[src/rtl/core/tsa_pkg.sv]
`timescale 1ns / 1ps
// Package for the thermistor sampler and averager.
// Holds the request types of the serial units and the fixed-point constants.
// Depends on nothing.
package tsa_pkg;

  localparam int MUL_W   = 64;
  localparam int PROD_W  = 2 * MUL_W;
  localparam int NUM_W   = 24;
  localparam int STEP_W  = 7;
  localparam int REM0_W  = 7;
  localparam int SMP_W   = 10;
  localparam int PER_W   = 10;
  localparam int OFS_W   = 13;
  localparam int HUND_W  = 16;
  localparam int TENTH_W = 13;
  localparam int K_W     = 5;
  localparam int FRAC_W  = 40;
  localparam int CFG_IDX_W = 1;
  localparam int CFG_DATA_W = 13;

  localparam logic [CFG_IDX_W-1:0] REG_SAMPLE_PERIOD = 1'd0;
  localparam logic [CFG_IDX_W-1:0] REG_CAL_OFFSET    = 1'd1;

  localparam logic OP_TICK = 1'b0;
  localparam logic OP_EVAL = 1'b1;

  localparam logic [PER_W-1:0]  PERIOD_RESET = 10'd10;
  localparam logic [NUM_W-1:0]  RES_SCALE    = 24'd10000;
  localparam logic [STEP_W-1:0] Y_STEPS      = 7'd102;
  localparam logic [REM0_W-1:0] Y_NUMER      = 7'd100;
  localparam logic [K_W-1:0]    K_START      = 5'd23;
  localparam logic [5:0]        SQR_LAST     = 6'd39;
  localparam logic [HUND_W-1:0] HUND_BIAS    = 16'd64536;
  localparam logic [16:0]       TENTH_RECIP  = 17'd52429;

  localparam logic [MUL_W-1:0] LN2_Q63   = 64'h58B90BFBE8E7BCD6;
  localparam logic [MUL_W-1:0] K27315_Q32 = 64'd27315 << 32;

  // Floor of num * 2^bits / den for num below den, by restoring division.
  function automatic logic [MUL_W-1:0] fix_div_c(logic [MUL_W-1:0] num,
                                                 logic [MUL_W-1:0] den, int bits);
    logic [MUL_W:0]   r;
    logic [MUL_W-1:0] q;
    int               i;
    r = {1'b0, num};
    q = '0;
    for (i = 0; i < bits; i++) begin
      r = r << 1;
      q = q << 1;
      if (r >= {1'b0, den}) begin
        r = r - {1'b0, den};
        q[0] = 1'b1;
      end
    end
    return q;
  endfunction

  localparam logic [MUL_W-1:0] COEF_A = fix_div_c(64'd1143615431, 64'd1000000000000, 70);
  localparam logic [MUL_W-1:0] COEF_B = fix_div_c(64'd2310824443, 64'd10000000000000, 70);
  localparam logic [MUL_W-1:0] COEF_C =
    fix_div_c(64'd1075998838, 64'd10000000000000000, 70);

  typedef struct packed {
    logic             start;
    logic [MUL_W-1:0] x;
    logic [MUL_W-1:0] y;
  } mul_req_t;

  typedef struct packed {
    logic              start;
    logic [REM0_W-1:0] rem0;
    logic [NUM_W-1:0]  num;
    logic [MUL_W-1:0]  den;
    logic [STEP_W-1:0] steps;
  } div_req_t;

endpackage

[src/rtl/core/tsa_ram.sv]
`timescale 1ns / 1ps
// Generic single-write, single-read RAM with a registered read port.
// Depends on nothing.
module tsa_ram #(
  parameter int WIDTH = 10,
  parameter int DEPTH = 10
) (
  input  logic                     clk,
  input  logic                     we,
  input  logic [$clog2(DEPTH)-1:0] waddr,
  input  logic [WIDTH-1:0]         wdata,
  input  logic [$clog2(DEPTH)-1:0] raddr,
  output logic [WIDTH-1:0]         rdata
);

  logic [WIDTH-1:0] mem [DEPTH];
  logic [WIDTH-1:0] rdata_r;

  always_ff @(posedge clk) begin
    if (we) begin
      mem[waddr] <= wdata;
    end
    rdata_r <= mem[raddr];
  end

  assign rdata = rdata_r;

endmodule

[src/rtl/core/tsa_mul.sv]
`timescale 1ns / 1ps
// Bit-serial 64 by 64 multiplier giving the full 128-bit product.
// Depends on tsa_pkg.
module tsa_mul (
  input  logic                          clk,
  input  logic                          rst_n,
  input  tsa_pkg::mul_req_t             req,
  output logic                          done,
  output logic [tsa_pkg::PROD_W-1:0]    prod
);
  import tsa_pkg::*;

  logic              busy_r, busy_nxt;
  logic              done_r, done_nxt;
  logic [5:0]        cnt_r, cnt_nxt;
  logic [MUL_W-1:0]  x_r, x_nxt;
  logic [MUL_W-1:0]  y_r, y_nxt;
  logic [PROD_W-1:0] acc_r, acc_nxt;
  logic [MUL_W:0]    part;

  always_comb begin
    busy_nxt = busy_r;
    done_nxt = 1'b0;
    cnt_nxt  = cnt_r;
    x_nxt    = x_r;
    y_nxt    = y_r;
    acc_nxt  = acc_r;
    part     = {1'b0, acc_r[PROD_W-1:MUL_W]} + (y_r[0] ? {1'b0, x_r} : '0);
    if (req.start) begin
      busy_nxt = 1'b1;
      cnt_nxt  = '0;
      x_nxt    = req.x;
      y_nxt    = req.y;
      acc_nxt  = '0;
    end else if (busy_r) begin
      acc_nxt = {part, acc_r[MUL_W-1:1]};
      y_nxt   = {1'b0, y_r[MUL_W-1:1]};
      cnt_nxt = cnt_r + 6'd1;
      if (cnt_r == 6'd63) begin
        busy_nxt = 1'b0;
        done_nxt = 1'b1;
      end
    end
  end

  always_ff @(posedge clk) begin
    if (!rst_n) begin
      busy_r <= 1'b0;
      done_r <= 1'b0;
    end else begin
      busy_r <= busy_nxt;
      done_r <= done_nxt;
    end
    cnt_r <= cnt_nxt;
    x_r   <= x_nxt;
    y_r   <= y_nxt;
    acc_r <= acc_nxt;
  end

  assign done = done_r;
  assign prod = acc_r;

endmodule

[src/rtl/core/tsa_div.sv]
`timescale 1ns / 1ps
// Restoring divider that develops one quotient bit per cycle.
// Depends on tsa_pkg.
module tsa_div (
  input  logic                       clk,
  input  logic                       rst_n,
  input  tsa_pkg::div_req_t          req,
  output logic                       done,
  output logic [tsa_pkg::MUL_W-1:0]  quo
);
  import tsa_pkg::*;

  logic              busy_r, busy_nxt;
  logic              done_r, done_nxt;
  logic [STEP_W-1:0] cnt_r, cnt_nxt;
  logic [STEP_W-1:0] steps_r, steps_nxt;
  logic [MUL_W-1:0]  rem_r, rem_nxt;
  logic [NUM_W-1:0]  num_r, num_nxt;
  logic [MUL_W-1:0]  den_r, den_nxt;
  logic [MUL_W-1:0]  quo_r, quo_nxt;
  logic [MUL_W:0]    trial;
  logic              ge;

  always_comb begin
    busy_nxt  = busy_r;
    done_nxt  = 1'b0;
    cnt_nxt   = cnt_r;
    steps_nxt = steps_r;
    rem_nxt   = rem_r;
    num_nxt   = num_r;
    den_nxt   = den_r;
    quo_nxt   = quo_r;
    trial     = {rem_r, num_r[NUM_W-1]};
    ge        = (trial >= {1'b0, den_r});
    if (req.start) begin
      busy_nxt  = 1'b1;
      cnt_nxt   = '0;
      steps_nxt = req.steps;
      rem_nxt   = MUL_W'(req.rem0);
      num_nxt   = req.num;
      den_nxt   = req.den;
      quo_nxt   = '0;
    end else if (busy_r) begin
      rem_nxt = ge ? MUL_W'(trial - {1'b0, den_r}) : trial[MUL_W-1:0];
      num_nxt = {num_r[NUM_W-2:0], 1'b0};
      quo_nxt = {quo_r[MUL_W-2:0], ge};
      cnt_nxt = cnt_r + STEP_W'(1);
      if (cnt_r == steps_r - STEP_W'(1)) begin
        busy_nxt = 1'b0;
        done_nxt = 1'b1;
      end
    end
  end

  always_ff @(posedge clk) begin
    if (!rst_n) begin
      busy_r <= 1'b0;
      done_r <= 1'b0;
    end else begin
      busy_r <= busy_nxt;
      done_r <= done_nxt;
    end
    cnt_r   <= cnt_nxt;
    steps_r <= steps_nxt;
    rem_r   <= rem_nxt;
    num_r   <= num_nxt;
    den_r   <= den_nxt;
    quo_r   <= quo_nxt;
  end

  assign done = done_r;
  assign quo  = quo_r;

endmodule

[src/rtl/core/thermistor_sampler_averager.sv]
`timescale 1ns / 1ps
// Thermistor sampler and averager: tick counting, sample ring, mean and
// Steinhart-Hart temperature conversion. Depends on tsa_pkg, tsa_ram,
// tsa_mul and tsa_div.
//
// A tick item only advances the tick counter. An evaluate item that latches
// a new sample updates the ring and its mean in the serial divider, and
// then converts the sample by 44 passes through the bit-serial multiplier
// (40 squarings and one scaling by ln 2 for the logarithm, three for the
// polynomial) and a 102-step reciprocal division.
// An evaluate that keeps the previous sample reuses the stored conversion.
// A zero sample is never converted: it raises the fault flag, and an
// evaluate that latches one costs only the ring and mean update before
// its result. The next item is taken while a result waits.
module thermistor_sampler_averager #(
  parameter int WINDOW         = 10,
  parameter int TICKS_PER_UNIT = 100,
  parameter int ADC_FULL_SCALE = 1024
) (
  input  logic                             clk,
  input  logic                             rst_n,
  input  logic                             in_valid,
  output logic                             in_ready,
  input  logic                             in_operation,
  input  logic [tsa_pkg::SMP_W-1:0]        in_adc_sample,
  output logic                             out_valid,
  input  logic                             out_ready,
  output logic [tsa_pkg::HUND_W-1:0]       out_temp_hundredths,
  output logic [tsa_pkg::TENTH_W-1:0]      out_temp_tenths,
  output logic [tsa_pkg::SMP_W-1:0]        out_sample_mean,
  output logic                             out_sensor_fault,
  input  logic                             cfg_write_en,
  input  logic [tsa_pkg::CFG_IDX_W-1:0]    cfg_index,
  input  logic [tsa_pkg::CFG_DATA_W-1:0]   cfg_data
);
  import tsa_pkg::*;

  localparam int IDX_W = $clog2(WINDOW);
  localparam int SUM_W = $clog2(WINDOW * 1023 + 1);
  localparam int THR_W = $clog2(TICKS_PER_UNIT + 1) + PER_W;
  localparam int CMP_W = (THR_W > 16) ? THR_W : 16;
  localparam int FS_W  = $clog2(ADC_FULL_SCALE + 1);
  localparam int DEN_W = (FS_W > SMP_W + 1) ? FS_W : SMP_W + 1;

  localparam logic [3:0] S_IDLE  = 4'd0;
  localparam logic [3:0] S_RING  = 4'd1;
  localparam logic [3:0] S_MEAN  = 4'd2;
  localparam logic [3:0] S_CHECK = 4'd3;
  localparam logic [3:0] S_RDIV  = 4'd4;
  localparam logic [3:0] S_NORM  = 4'd5;
  localparam logic [3:0] S_SQR   = 4'd6;
  localparam logic [3:0] S_LN    = 4'd7;
  localparam logic [3:0] S_L2    = 4'd8;
  localparam logic [3:0] S_CL2   = 4'd9;
  localparam logic [3:0] S_UL    = 4'd10;
  localparam logic [3:0] S_YDIV  = 4'd11;
  localparam logic [3:0] S_OUT   = 4'd12;

  logic [3:0]        state_r, state_nxt;
  logic              launch_r, launch_nxt;
  logic [PER_W-1:0]  period_r, period_nxt;
  logic [OFS_W-1:0]  offset_r, offset_nxt;
  logic [15:0]       tick_r, tick_nxt;
  logic [IDX_W-1:0]  idx_r, idx_nxt;
  logic [WINDOW-1:0] valid_r, valid_nxt;
  logic [SUM_W-1:0]  sum_r, sum_nxt;
  logic [SMP_W-1:0]  latched_r, latched_nxt;
  logic [SMP_W-1:0]  mean_r, mean_nxt;
  logic              conv_ok_r, conv_ok_nxt;
  logic [HUND_W-1:0] conv_r, conv_nxt;
  logic [MUL_W-1:0]  m_r, m_nxt;
  logic [K_W-1:0]    k_r, k_nxt;
  logic [FRAC_W-1:0] frac_r, frac_nxt;
  logic [5:0]        sqr_cnt_r, sqr_cnt_nxt;
  logic [MUL_W-1:0]  l_r, l_nxt;
  logic [MUL_W-1:0]  t_r, t_nxt;

  logic              out_valid_r, out_valid_nxt;
  logic [HUND_W-1:0] out_hund_r, out_hund_nxt;
  logic [TENTH_W-1:0] out_tenth_r, out_tenth_nxt;
  logic [SMP_W-1:0]  out_mean_r, out_mean_nxt;
  logic              out_fault_r, out_fault_nxt;

  mul_req_t          mul_req;
  logic              mul_done;
  logic [PROD_W-1:0] prod;
  div_req_t          div_req;
  logic              div_done;
  logic [MUL_W-1:0]  quo;

  logic              ram_we;
  logic [SMP_W-1:0]  ram_rdata;
  logic [SMP_W-1:0]  old_sample;
  logic [THR_W-1:0]  thr;
  logic [DEN_W-1:0]  res_den;
  logic [NUM_W-1:0]  res_num;
  logic [MUL_W-1:0]  sq;
  logic [NUM_W-1:0]  r_int;
  logic [MUL_W:0]    y_diff;
  logic [MUL_W-1:0]  y_mag;
  logic [HUND_W-1:0] ip;
  logic [HUND_W-1:0] hund;
  logic [32:0]       tenth_prod;
  logic              out_free;

  tsa_ram #(
    .WIDTH (SMP_W),
    .DEPTH (WINDOW)
  ) u_ring (
    .clk   (clk),
    .we    (ram_we),
    .waddr (idx_r),
    .wdata (latched_r),
    .raddr (idx_r),
    .rdata (ram_rdata)
  );

  tsa_mul u_mul (
    .clk   (clk),
    .rst_n (rst_n),
    .req   (mul_req),
    .done  (mul_done),
    .prod  (prod)
  );

  tsa_div u_div (
    .clk   (clk),
    .rst_n (rst_n),
    .req   (div_req),
    .done  (div_done),
    .quo   (quo)
  );

  assign thr = THR_W'(TICKS_PER_UNIT) * THR_W'(period_r);
  assign res_den = (DEN_W'(latched_r) >= DEN_W'(ADC_FULL_SCALE)) ? DEN_W'(1)
                 : DEN_W'(ADC_FULL_SCALE) - DEN_W'(latched_r);
  assign res_num = NUM_W'(latched_r) * RES_SCALE;
  assign old_sample = valid_r[idx_r] ? ram_rdata : '0;
  assign sq = prod[125:62];
  assign r_int = (quo[NUM_W-1:0] == '0) ? NUM_W'(1) : quo[NUM_W-1:0];
  assign y_diff = {1'b0, quo} - {1'b0, K27315_Q32};
  assign y_mag = y_diff[MUL_W] ? K27315_Q32 - quo : y_diff[MUL_W-1:0];
  assign ip = y_diff[MUL_W] ? HUND_W'(16'd0 - y_mag[47:32]) : y_mag[47:32];
  assign hund = conv_r + HUND_BIAS + HUND_W'(17'(offset_r) * 17'd10);
  assign tenth_prod = 33'(hund) * 33'(TENTH_RECIP);
  assign out_free = !out_valid_r || out_ready;
  assign in_ready = (state_r == S_IDLE);

  always_comb begin
    mul_req.start = 1'b0;
    mul_req.x     = m_r;
    mul_req.y     = m_r;
    case (state_r)
      S_SQR: begin
        mul_req.start = launch_r;
      end
      S_LN: begin
        mul_req.start = launch_r;
        mul_req.x     = MUL_W'({k_r, frac_r});
        mul_req.y     = LN2_Q63;
      end
      S_L2: begin
        mul_req.start = launch_r;
        mul_req.x     = l_r;
        mul_req.y     = l_r;
      end
      S_CL2: begin
        mul_req.start = launch_r;
        mul_req.x     = COEF_C;
        mul_req.y     = t_r;
      end
      S_UL: begin
        mul_req.start = launch_r;
        mul_req.x     = t_r;
        mul_req.y     = l_r;
      end
      default: begin
      end
    endcase
  end

  always_comb begin
    div_req.start = 1'b0;
    div_req.rem0  = '0;
    div_req.num   = NUM_W'(sum_r);
    div_req.den   = MUL_W'(WINDOW);
    div_req.steps = STEP_W'(NUM_W);
    case (state_r)
      S_MEAN: begin
        div_req.start = launch_r;
      end
      S_RDIV: begin
        div_req.start = launch_r;
        div_req.num   = res_num;
        div_req.den   = MUL_W'(res_den);
      end
      S_YDIV: begin
        div_req.start = launch_r;
        div_req.rem0  = Y_NUMER;
        div_req.num   = '0;
        div_req.den   = t_r;
        div_req.steps = Y_STEPS;
      end
      default: begin
      end
    endcase
  end

  always_comb begin
    state_nxt     = state_r;
    launch_nxt    = 1'b0;
    period_nxt    = period_r;
    offset_nxt    = offset_r;
    tick_nxt      = tick_r;
    idx_nxt       = idx_r;
    valid_nxt     = valid_r;
    sum_nxt       = sum_r;
    latched_nxt   = latched_r;
    mean_nxt      = mean_r;
    conv_ok_nxt   = conv_ok_r;
    conv_nxt      = conv_r;
    m_nxt         = m_r;
    k_nxt         = k_r;
    frac_nxt      = frac_r;
    sqr_cnt_nxt   = sqr_cnt_r;
    l_nxt         = l_r;
    t_nxt         = t_r;
    ram_we        = 1'b0;
    out_valid_nxt = out_valid_r && !out_ready;
    out_hund_nxt  = out_hund_r;
    out_tenth_nxt = out_tenth_r;
    out_mean_nxt  = out_mean_r;
    out_fault_nxt = out_fault_r;

    if (cfg_write_en) begin
      case (cfg_index)
        REG_SAMPLE_PERIOD: period_nxt = cfg_data[PER_W-1:0];
        REG_CAL_OFFSET:    offset_nxt = cfg_data[OFS_W-1:0];
        default: begin
        end
      endcase
    end

    case (state_r)
      S_IDLE: begin
        if (in_valid) begin
          if (in_operation == OP_TICK) begin
            tick_nxt = tick_r + 16'd1;
          end else if (CMP_W'(tick_r) > CMP_W'(thr)) begin
            latched_nxt = in_adc_sample;
            tick_nxt    = '0;
            conv_ok_nxt = 1'b0;
            state_nxt   = S_RING;
          end else begin
            state_nxt = S_CHECK;
          end
        end
      end
      S_RING: begin
        ram_we            = 1'b1;
        valid_nxt[idx_r]  = 1'b1;
        sum_nxt           = sum_r - SUM_W'(old_sample) + SUM_W'(latched_r);
        idx_nxt           = (idx_r == IDX_W'(WINDOW - 1)) ? '0 : idx_r + IDX_W'(1);
        launch_nxt        = 1'b1;
        state_nxt         = S_MEAN;
      end
      S_MEAN: begin
        if (!launch_r && div_done) begin
          mean_nxt  = quo[SMP_W-1:0];
          state_nxt = S_CHECK;
        end
      end
      S_CHECK: begin
        if (latched_r == '0 || conv_ok_r) begin
          state_nxt = S_OUT;
        end else begin
          launch_nxt = 1'b1;
          state_nxt  = S_RDIV;
        end
      end
      S_RDIV: begin
        if (!launch_r && div_done) begin
          m_nxt     = {1'b0, r_int, 39'd0};
          k_nxt     = K_START;
          state_nxt = S_NORM;
        end
      end
      S_NORM: begin
        if (m_r[62]) begin
          frac_nxt    = '0;
          sqr_cnt_nxt = '0;
          launch_nxt  = 1'b1;
          state_nxt   = S_SQR;
        end else begin
          m_nxt = {m_r[MUL_W-2:0], 1'b0};
          k_nxt = k_r - K_W'(1);
        end
      end
      S_SQR: begin
        if (!launch_r && mul_done) begin
          frac_nxt    = {frac_r[FRAC_W-2:0], sq[63]};
          m_nxt       = sq[63] ? {1'b0, sq[63:1]} : sq;
          sqr_cnt_nxt = sqr_cnt_r + 6'd1;
          launch_nxt  = 1'b1;
          if (sqr_cnt_r == SQR_LAST) begin
            state_nxt = S_LN;
          end
        end
      end
      S_LN: begin
        if (!launch_r && mul_done) begin
          l_nxt      = prod[126:63];
          launch_nxt = 1'b1;
          state_nxt  = S_L2;
        end
      end
      S_L2: begin
        if (!launch_r && mul_done) begin
          t_nxt      = prod[103:40];
          launch_nxt = 1'b1;
          state_nxt  = S_CL2;
        end
      end
      S_CL2: begin
        if (!launch_r && mul_done) begin
          t_nxt      = COEF_B + prod[103:40];
          launch_nxt = 1'b1;
          state_nxt  = S_UL;
        end
      end
      S_UL: begin
        if (!launch_r && mul_done) begin
          t_nxt      = COEF_A + prod[103:40];
          launch_nxt = 1'b1;
          state_nxt  = S_YDIV;
        end
      end
      S_YDIV: begin
        if (!launch_r && div_done) begin
          conv_nxt    = ip;
          conv_ok_nxt = 1'b1;
          state_nxt   = S_OUT;
        end
      end
      S_OUT: begin
        if (out_free) begin
          out_valid_nxt = 1'b1;
          out_mean_nxt  = mean_r;
          if (latched_r == '0) begin
            out_hund_nxt  = '0;
            out_tenth_nxt = '0;
            out_fault_nxt = 1'b1;
          end else begin
            out_hund_nxt  = hund;
            out_tenth_nxt = tenth_prod[31:19];
            out_fault_nxt = 1'b0;
          end
          state_nxt = S_IDLE;
        end
      end
      default: begin
        state_nxt = S_IDLE;
      end
    endcase
  end

  always_ff @(posedge clk) begin
    if (!rst_n) begin
      state_r     <= S_IDLE;
      launch_r    <= 1'b0;
      period_r    <= PERIOD_RESET;
      offset_r    <= '0;
      tick_r      <= '0;
      idx_r       <= '0;
      valid_r     <= '0;
      sum_r       <= '0;
      latched_r   <= '0;
      mean_r      <= '0;
      conv_ok_r   <= 1'b0;
      out_valid_r <= 1'b0;
    end else begin
      state_r     <= state_nxt;
      launch_r    <= launch_nxt;
      period_r    <= period_nxt;
      offset_r    <= offset_nxt;
      tick_r      <= tick_nxt;
      idx_r       <= idx_nxt;
      valid_r     <= valid_nxt;
      sum_r       <= sum_nxt;
      latched_r   <= latched_nxt;
      mean_r      <= mean_nxt;
      conv_ok_r   <= conv_ok_nxt;
      out_valid_r <= out_valid_nxt;
    end
    conv_r      <= conv_nxt;
    m_r         <= m_nxt;
    k_r         <= k_nxt;
    frac_r      <= frac_nxt;
    sqr_cnt_r   <= sqr_cnt_nxt;
    l_r         <= l_nxt;
    t_r         <= t_nxt;
    out_hund_r  <= out_hund_nxt;
    out_tenth_r <= out_tenth_nxt;
    out_mean_r  <= out_mean_nxt;
    out_fault_r <= out_fault_nxt;
  end

  assign out_valid           = out_valid_r;
  assign out_temp_hundredths = out_hund_r;
  assign out_temp_tenths     = out_tenth_r;
  assign out_sample_mean     = out_mean_r;
  assign out_sensor_fault    = out_fault_r;

endmodule
[config.mk]
export PLATFORM = sky130hd
export DESIGN_NAME = thermistor_sampler_averager
export DESIGN_NICKNAME = d
export VERILOG_FILES = /design/src/rtl/core/tsa_pkg.sv /design/src/rtl/core/tsa_ram.sv /design/src/rtl/core/tsa_mul.sv /design/src/rtl/core/tsa_div.sv /design/src/rtl/core/thermistor_sampler_averager.sv
export SDC_FILE = /design/constraint.sdc
export NUM_CORES = 2
export LEC_CHECK = 0
export ABC_CLOCK_PERIOD_IN_PS = 20900
export BUFFER_PORTS_ARGS = -buffer_cell sky130_fd_sc_hd__buf_2
export CAP_MARGIN = 25
export CORE_MARGIN = 2
export CORE_UTILIZATION = 50
export CTS_CLUSTER_SIZE = 10
export DETAILED_ROUTE_END_ITERATION = 12
export MAX_ROUTING_LAYER = met4
export PLACE_DENSITY_LB_ADDON = 0.05
export SYNTH_ARGS = -nofsm -noshare
export SYNTH_HDL_FRONTEND = slang
export SYNTH_SLANG_ARGS = --single-unit
[constraint.sdc]
create_clock -name clk -period 20.9 [get_ports clk]
set_clock_uncertainty 0.15 [all_clocks]
set_input_delay 6.27 -clock clk [delete_from_list [all_inputs] [get_ports clk]]
set_output_delay 6.27 -clock clk [all_outputs]
set_load 0.02 [all_outputs]
# --- Word level (Yosys, flattened, before mapping) ---
# Memories as Yosys holds them, arrays and structs flattened. A register that Yosys moved wholly into a read port is not among the register bits.
# Cells that the tools add are included.
# W data, S select, Z words.
totals:
  register_bits: 889
  ram_bits: 100
  in_bits: 30
  output_inout_bits: 42
  wordCells: 224
  mem_count: 1
op_classes:
  n_addsub: 19
  n_mul: 4
  n_lt_le_gt_ge: 4
  eq_ne: 32
  muxes: 82
  n_bitwise: 5
  reduce_logical: 38
mem_list:
  columns: ["memory", "words", "word_bits", "read_ports", "rd_ports_with_merged_regs", "wr", "line", "rtl"]
  rows:
  - ["u_ring.mem", 10, 10, 1, 1, 1, "tsa_ram.sv:16", "logic [WIDTH-1:0] mem [DEPTH];"]
op_table:
  columns: ["operator", "count"]
  rows:
  - ["$mux W64", 10]
  - ["$pmux W128 S4", 1]
  - ["$pmux W64 S3", 2]
  - ["$pmux W88 S2", 1]
  - ["$mux W40", 2]
  - ["$pmux W40 S2", 1]
  - ["$mux W24", 3]
  - ["$add A64 B65 Y65", 1]
  - ["$ge A65 B64 Y1", 1]
  - ["$sub A64 B47 Y65 const B", 1]
  - ["$add A58 B64 Y64 const A", 1]
  - ["$add A61 B64 Y64 const A", 1]
  - ["$sub A64 B64 Y64", 1]
  - ["$mux W63", 1]
  - ["$mux W4", 15]
  - ["$pmux W4 S13", 1]
  - ["$mux W16", 3]
  - ["$mux W48", 1]
  - ["$sub A47 B48 Y48 const A", 1]
  - ["$mul A16 B16 Y32 const B", 1]
  - ["$mux W7", 4]
  - ["$ne A2 B2 Y1 const B", 13]
  - ["$mux W1", 25]
  - ["$eq A4 B4 Y1 const B", 6]
  - ["other kinds (51)", 87]

# --- Depth between registers and ports, before layout ---
logic_depth:
  ltp_word: 6
  mapped_depth: 41
  ltp_nobuf: 41

# --- Modules after synthesis ---
# A second synthesis with hierarchy kept.
unflattened:
  cells_unflattened: 6252
  area_unflattened_um2: 62625.1
by_module_without_submodules:
  columns: ["mod", "instances", "cells_each", "area_each_um2", "seq_area_each_um2"]
  rows:
  - ["thermistor_sampler_averager", 1, 3392, 31875.6, 10830.4]
  - ["tsa_mul", 1, 1274, 13376.6, 6566.3]
  - ["tsa_div", 1, 1356, 13125.1, 5665.4]
  - ["tsa_ram", 1, 230, 4247.8, 3203.1]

# --- Worst setup path after synthesis ---
# No wires, ideal clock.
synth_timing:
  kind: "input port to flip-flop"
  startpoint: "input port out_ready"
  endpoint: "register out_mean_r[0] (netlist: out_sample_mean[0]) (enable)"
  setup_time_ns: 0.487
  arrival_ns: 9.062
  required_ns: 20.263
  slack_ns: 11.201
  cell_stages: 2
  n_path_buf: 0
  cell_sequence: "nor2b_1 > nor3_1"
synth_via:
  elab_chain_len: 2
synth_lines:
  columns: ["element", "line", "rtl"]
  rows:
  - ["from (decl)", "thermistor_sampler_averager.sv:27", "input logic out_ready,"]
  - ["$logic_or A1 B1 Y1", "thermistor_sampler_averager.sv:146", "assign out_free = !out_valid_r || out_ready;"]
  - ["$reduce_and A2 Y1 (no line)", null, null]
  - ["to (signal assigned)", "thermistor_sampler_averager.sv:404", "out_mean_r <= out_mean_nxt;"]
  - ["to (decl)", "thermistor_sampler_averager.sv:81", "logic [SMP_W-1:0] out_mean_r, out_mean_nxt;"]
# Every way passes these cells.
# A chain may end at the register's enable or synchronous reset.

# --- Worst setup path after layout ---
layout_timing:
  startpoint: "register offset_r[2]"
  endpoint: "register out_tenth_r[10] (netlist: out_temp_tenths[10]) (data pin)"
layout_via:
  elab_chain_len: 3
layout_lines:
  columns: ["element", "line", "rtl"]
  rows:
  - ["from (decl)", "thermistor_sampler_averager.sv:62", "logic [OFS_W-1:0] offset_r, offset_nxt;"]
  - ["from (signal assigned)", "thermistor_sampler_averager.sv:385", "offset_r <= offset_nxt;"]
  - ["$mul A13 B3 Y15", "thermistor_sampler_averager.sv:144", "assign hund = conv_r + HUND_BIAS + HUND_W'(17'(offset_r) * 17'd10);"]
  - ["$add A16 B16 Y16", "thermistor_sampler_averager.sv:144", null]
  - ["named net hund[13]", "thermistor_sampler_averager.sv:102", "logic [HUND_W-1:0] hund;"]
  - ["$mul A16 B16 Y32", "thermistor_sampler_averager.sv:145", "assign tenth_prod = 33'(hund) * 33'(TENTH_RECIP);"]
  - ["to (signal assigned)", "thermistor_sampler_averager.sv:403", "out_tenth_r <= out_tenth_nxt;"]
  - ["to (decl)", "thermistor_sampler_averager.sv:80", "logic [TENTH_W-1:0] out_tenth_r, out_tenth_nxt;"]
# The timed path passes the listed nets, and every way through them passes these cells.

==> flow_summary.yaml <==
run_status:
  outcome: "complete, no violations"
timing:
  relSlewSlack: 0.265
  setup_ws_ns: 11.24
  worst_hold_slack_ns: 0.287
  totalNegativeSetupSlack_ns: 0
  finalHoldViolCount: 0
  fin_crit_ns: 9.66
  fmax_mhz: 104
  rsz0062_at_grt: "false"
  worst_pin_slew_ns: 1.10
  finalSetupViolCount: 0
  drv_slew: 0
  finalCritPeriodShare: 0.462
drt:
  ant_nets: 0
  drt-initial-drc-count: 4360
  wire_per_inst_um: 21.9
  routed_wl_um: 165000
  dr.pass1.iters: 9
  via_per_inst: 5.92
  drc: 0
  vias: 44600
clock_tree:
  clockBufferDepth: 3
  cts_buffers: 111
  cts_sinks: 953
  root_buffer: "clkbuf_16"
  htreeDepth: 3
  cts-resized-gates: 0
  clkTransAtPathRegs_ns: 0.06
  cts_setup_buffers: 0
  hold_buffers: 0
  cts_tree: "done"
  clkLatencyLatePin_ns: 0.73
synthesis:
  synth.distinct_cells: 88
  synthCells: 5987
  yosys_warnings: 0
  yosys.area.top_type: "edfxtp_1"
  async_reset_ff_frac: 0
  syn_nets: 6576
  syn_area_um2: 58800
  synth_area_per_cell_um2: 9.83
  synth_top_area_frac: 0.318
  synth-main-ff-cell: "edfxtp_1"
  ys_ff_latch: 953
  yosys-top-cells-count: "623 x edfxtp_1, 549 x nand2_1, 490 x nor2_1, 460 x inv_1, 442 x ha_1"
  synthTopCellsByArea: "edfxtp_1 32%, dfxtp_1 11%, ha_1 9.4%, fa_1 4.0%, mux2i_1 3.8%"
  ys_seq_area_frac: 0.430
  synth_edf_count: 623
  yosysMostFrequentCell: "edfxtp_1"
worst_setup_path:
  critical_path.endpoint_type: "flip-flop"
  cpPeakStageDelay_ns: 0.66
  arrival_ns: 9.90
  path_class: "reg2reg"
  crit_slowest_cell: "xnor2_1"
  cp-start-kind: "flip-flop"
  required_ns: 21.14
  cpMostUsedCell: "ha_1"
  r2r_cells: 38
  crit_fanout: 5
cells_and_area:
  nFillCells: 10500
  nets: 6495
  area_growth_pct: 8.93
  post_route_cells_drive_above_1_share: 0.0640
global_route:
  grt-ovfl-total: 0
  track_usage: 0.279
  grt_pass1_wl_um: 256000
  grt_pass1_vias: 43300
  grt_max_degree: 126
  antenna_found_initial: 8
placed_design:
  pre_cts_ws_ns: 11.23
  hpwl_um: 115000
  gp_congestion: 0.940
  io_buffers: 71
floorplan:
  die_x_um: 347
  start_util: 0.505
  design.die.area_um2: 120000
  coreArea_um2: 117000
  die_y_um: 347
  ioPinCount: 72
  rows: 125
hold_path:
  hold_path.class: "reg2reg"
  holdPathStages: 0
power_and_ir_drop:
  power.density_nw_per_um2: 139
  p_leak_uw: 0.0254
  irDropWorstVdd_mv: 0.300
  power.total_uw: 8930
flow_run:
  drv_cap: 0
worst max-delay path: cells and delay by family (launching register included):
family / cells / cell delay (ns)
AO/OA/AOI/OAI: 14 / 2.59
XOR/XNOR: 3 / 0.99
adder cells (fa/ha/maj): 11 / 4.17
buffers and inverters: 6 / 0.47
flip-flops: 1 / 0.33
AND/OR/NAND/NOR: 4 / 0.62
where the power goes:
part           internal (uW)  switching, uW  leakage [uW]
sequential              2250            290       0.00824
combinational           1910           2620        0.0155
clock                   1060            792       0.00164
through the flow:
| step | utilization | cell area, um2 | std cells |
|---|---|---|---|
| 2_1_floorplan | - | 58800 | 5987 |
| 3_3_place_gp | 0.519 | 60500 | 7307 |
| 3_5_place_dp | 0.520 | 60600 | 7312 |
| 4_1_cts | 0.549 | 64000 | 7521 |
| 5_1_grt | 0.550 | 64100 | 7529 |
| 6_report | 0.550 | 64100 | 7531 |
worst paths after layout:
kind | slack, ns | startpoint | to
worst min register to register | 0.29 | mean_r[1] | out_sample_mean[1]
worst max-delay path | 11.24 | offset_r[2] | out_temp_tenths[10]
worst max register to register | 11.24 | offset_r[2] | out_temp_tenths[10]
worst min-delay path | 0.29 | mean_r[1] | out_sample_mean[1]
kinds of logic (layout without fill, tap and decap cells):
| logic type | after synthesis | after routing | synth area share |
|---|---|---|---|
| AND/OR/NAND/NOR | 1719 | 1719 | 0.137 |
| flip-flops | 953 | 953 | 0.430 |
| other | 0 | 5 | 0 |
| adder cells (fa/ha/maj) | 559 | 559 | 0.134 |
| AO/OA/AOI/OAI | 1382 | 1382 | 0.154 |
| XOR/XNOR | 314 | 314 | 0.0467 |
| buffers and inverters | 812 | 827 | 0.0520 |
| multiplexers | 248 | 248 | 0.0469 |
flip-flops by register name, indices dropped and copies added (netlist names), 24 cells and up:
name         cells
t_r             64
frac_r          40
l_r             64
u_ring.mem     100
u_mul.prod      88
m_r             63
u_div.rem_r     64
u_div.num_r     24
u_mul.x_r       64
u_div.den_r     64
u_mul.y_r       64
u_div.quo       64
layer usage:
layer | global-route usage | vias to the layer above | part of all wire
li1 | - | 21400 | -
met1 | 0.369 | 21600 | 0.44
met2 | 0.446 | 1341 | 0.47
met3 | 0.0352 | 277 | 0.057
met4 | 0.0897 | 0 | 0.031
met5 | - | - | 0
cell usage in the layout, fill, tap and decap left out, types with 117 or more instances in the layout:
cell type,n
a31oi_1,137
nand2_1,548
dfxtp_1,326
xnor2_1,223
o21ai_0,331
edfxtp_1,623
a21oi_1,313
nor2_1,485
ha_1,442
and2_1,182
mux2i_1,223
inv_1,458
fa_1,117
final cells by class:
cell class | instances | area (um2) | share of cell area
Timing Repair Buffer | 154 | 1080 | 0.0168
Tap cell | 1524 | 1910 | 0.0298
Clock inverter | 14 | 211 | 0.00330
Multi-Input combinational cell | 4222 | 30600 | 0.477
Sequential cell | 953 | 25300 | 0.395
Antenna cell | 5 | 12.5 | 0.000195
Clock buffer | 195 | 3220 | 0.0502
Inverter | 464 | 1750 | 0.0274
Note: power is estimated with default switching activity, not from simulation.
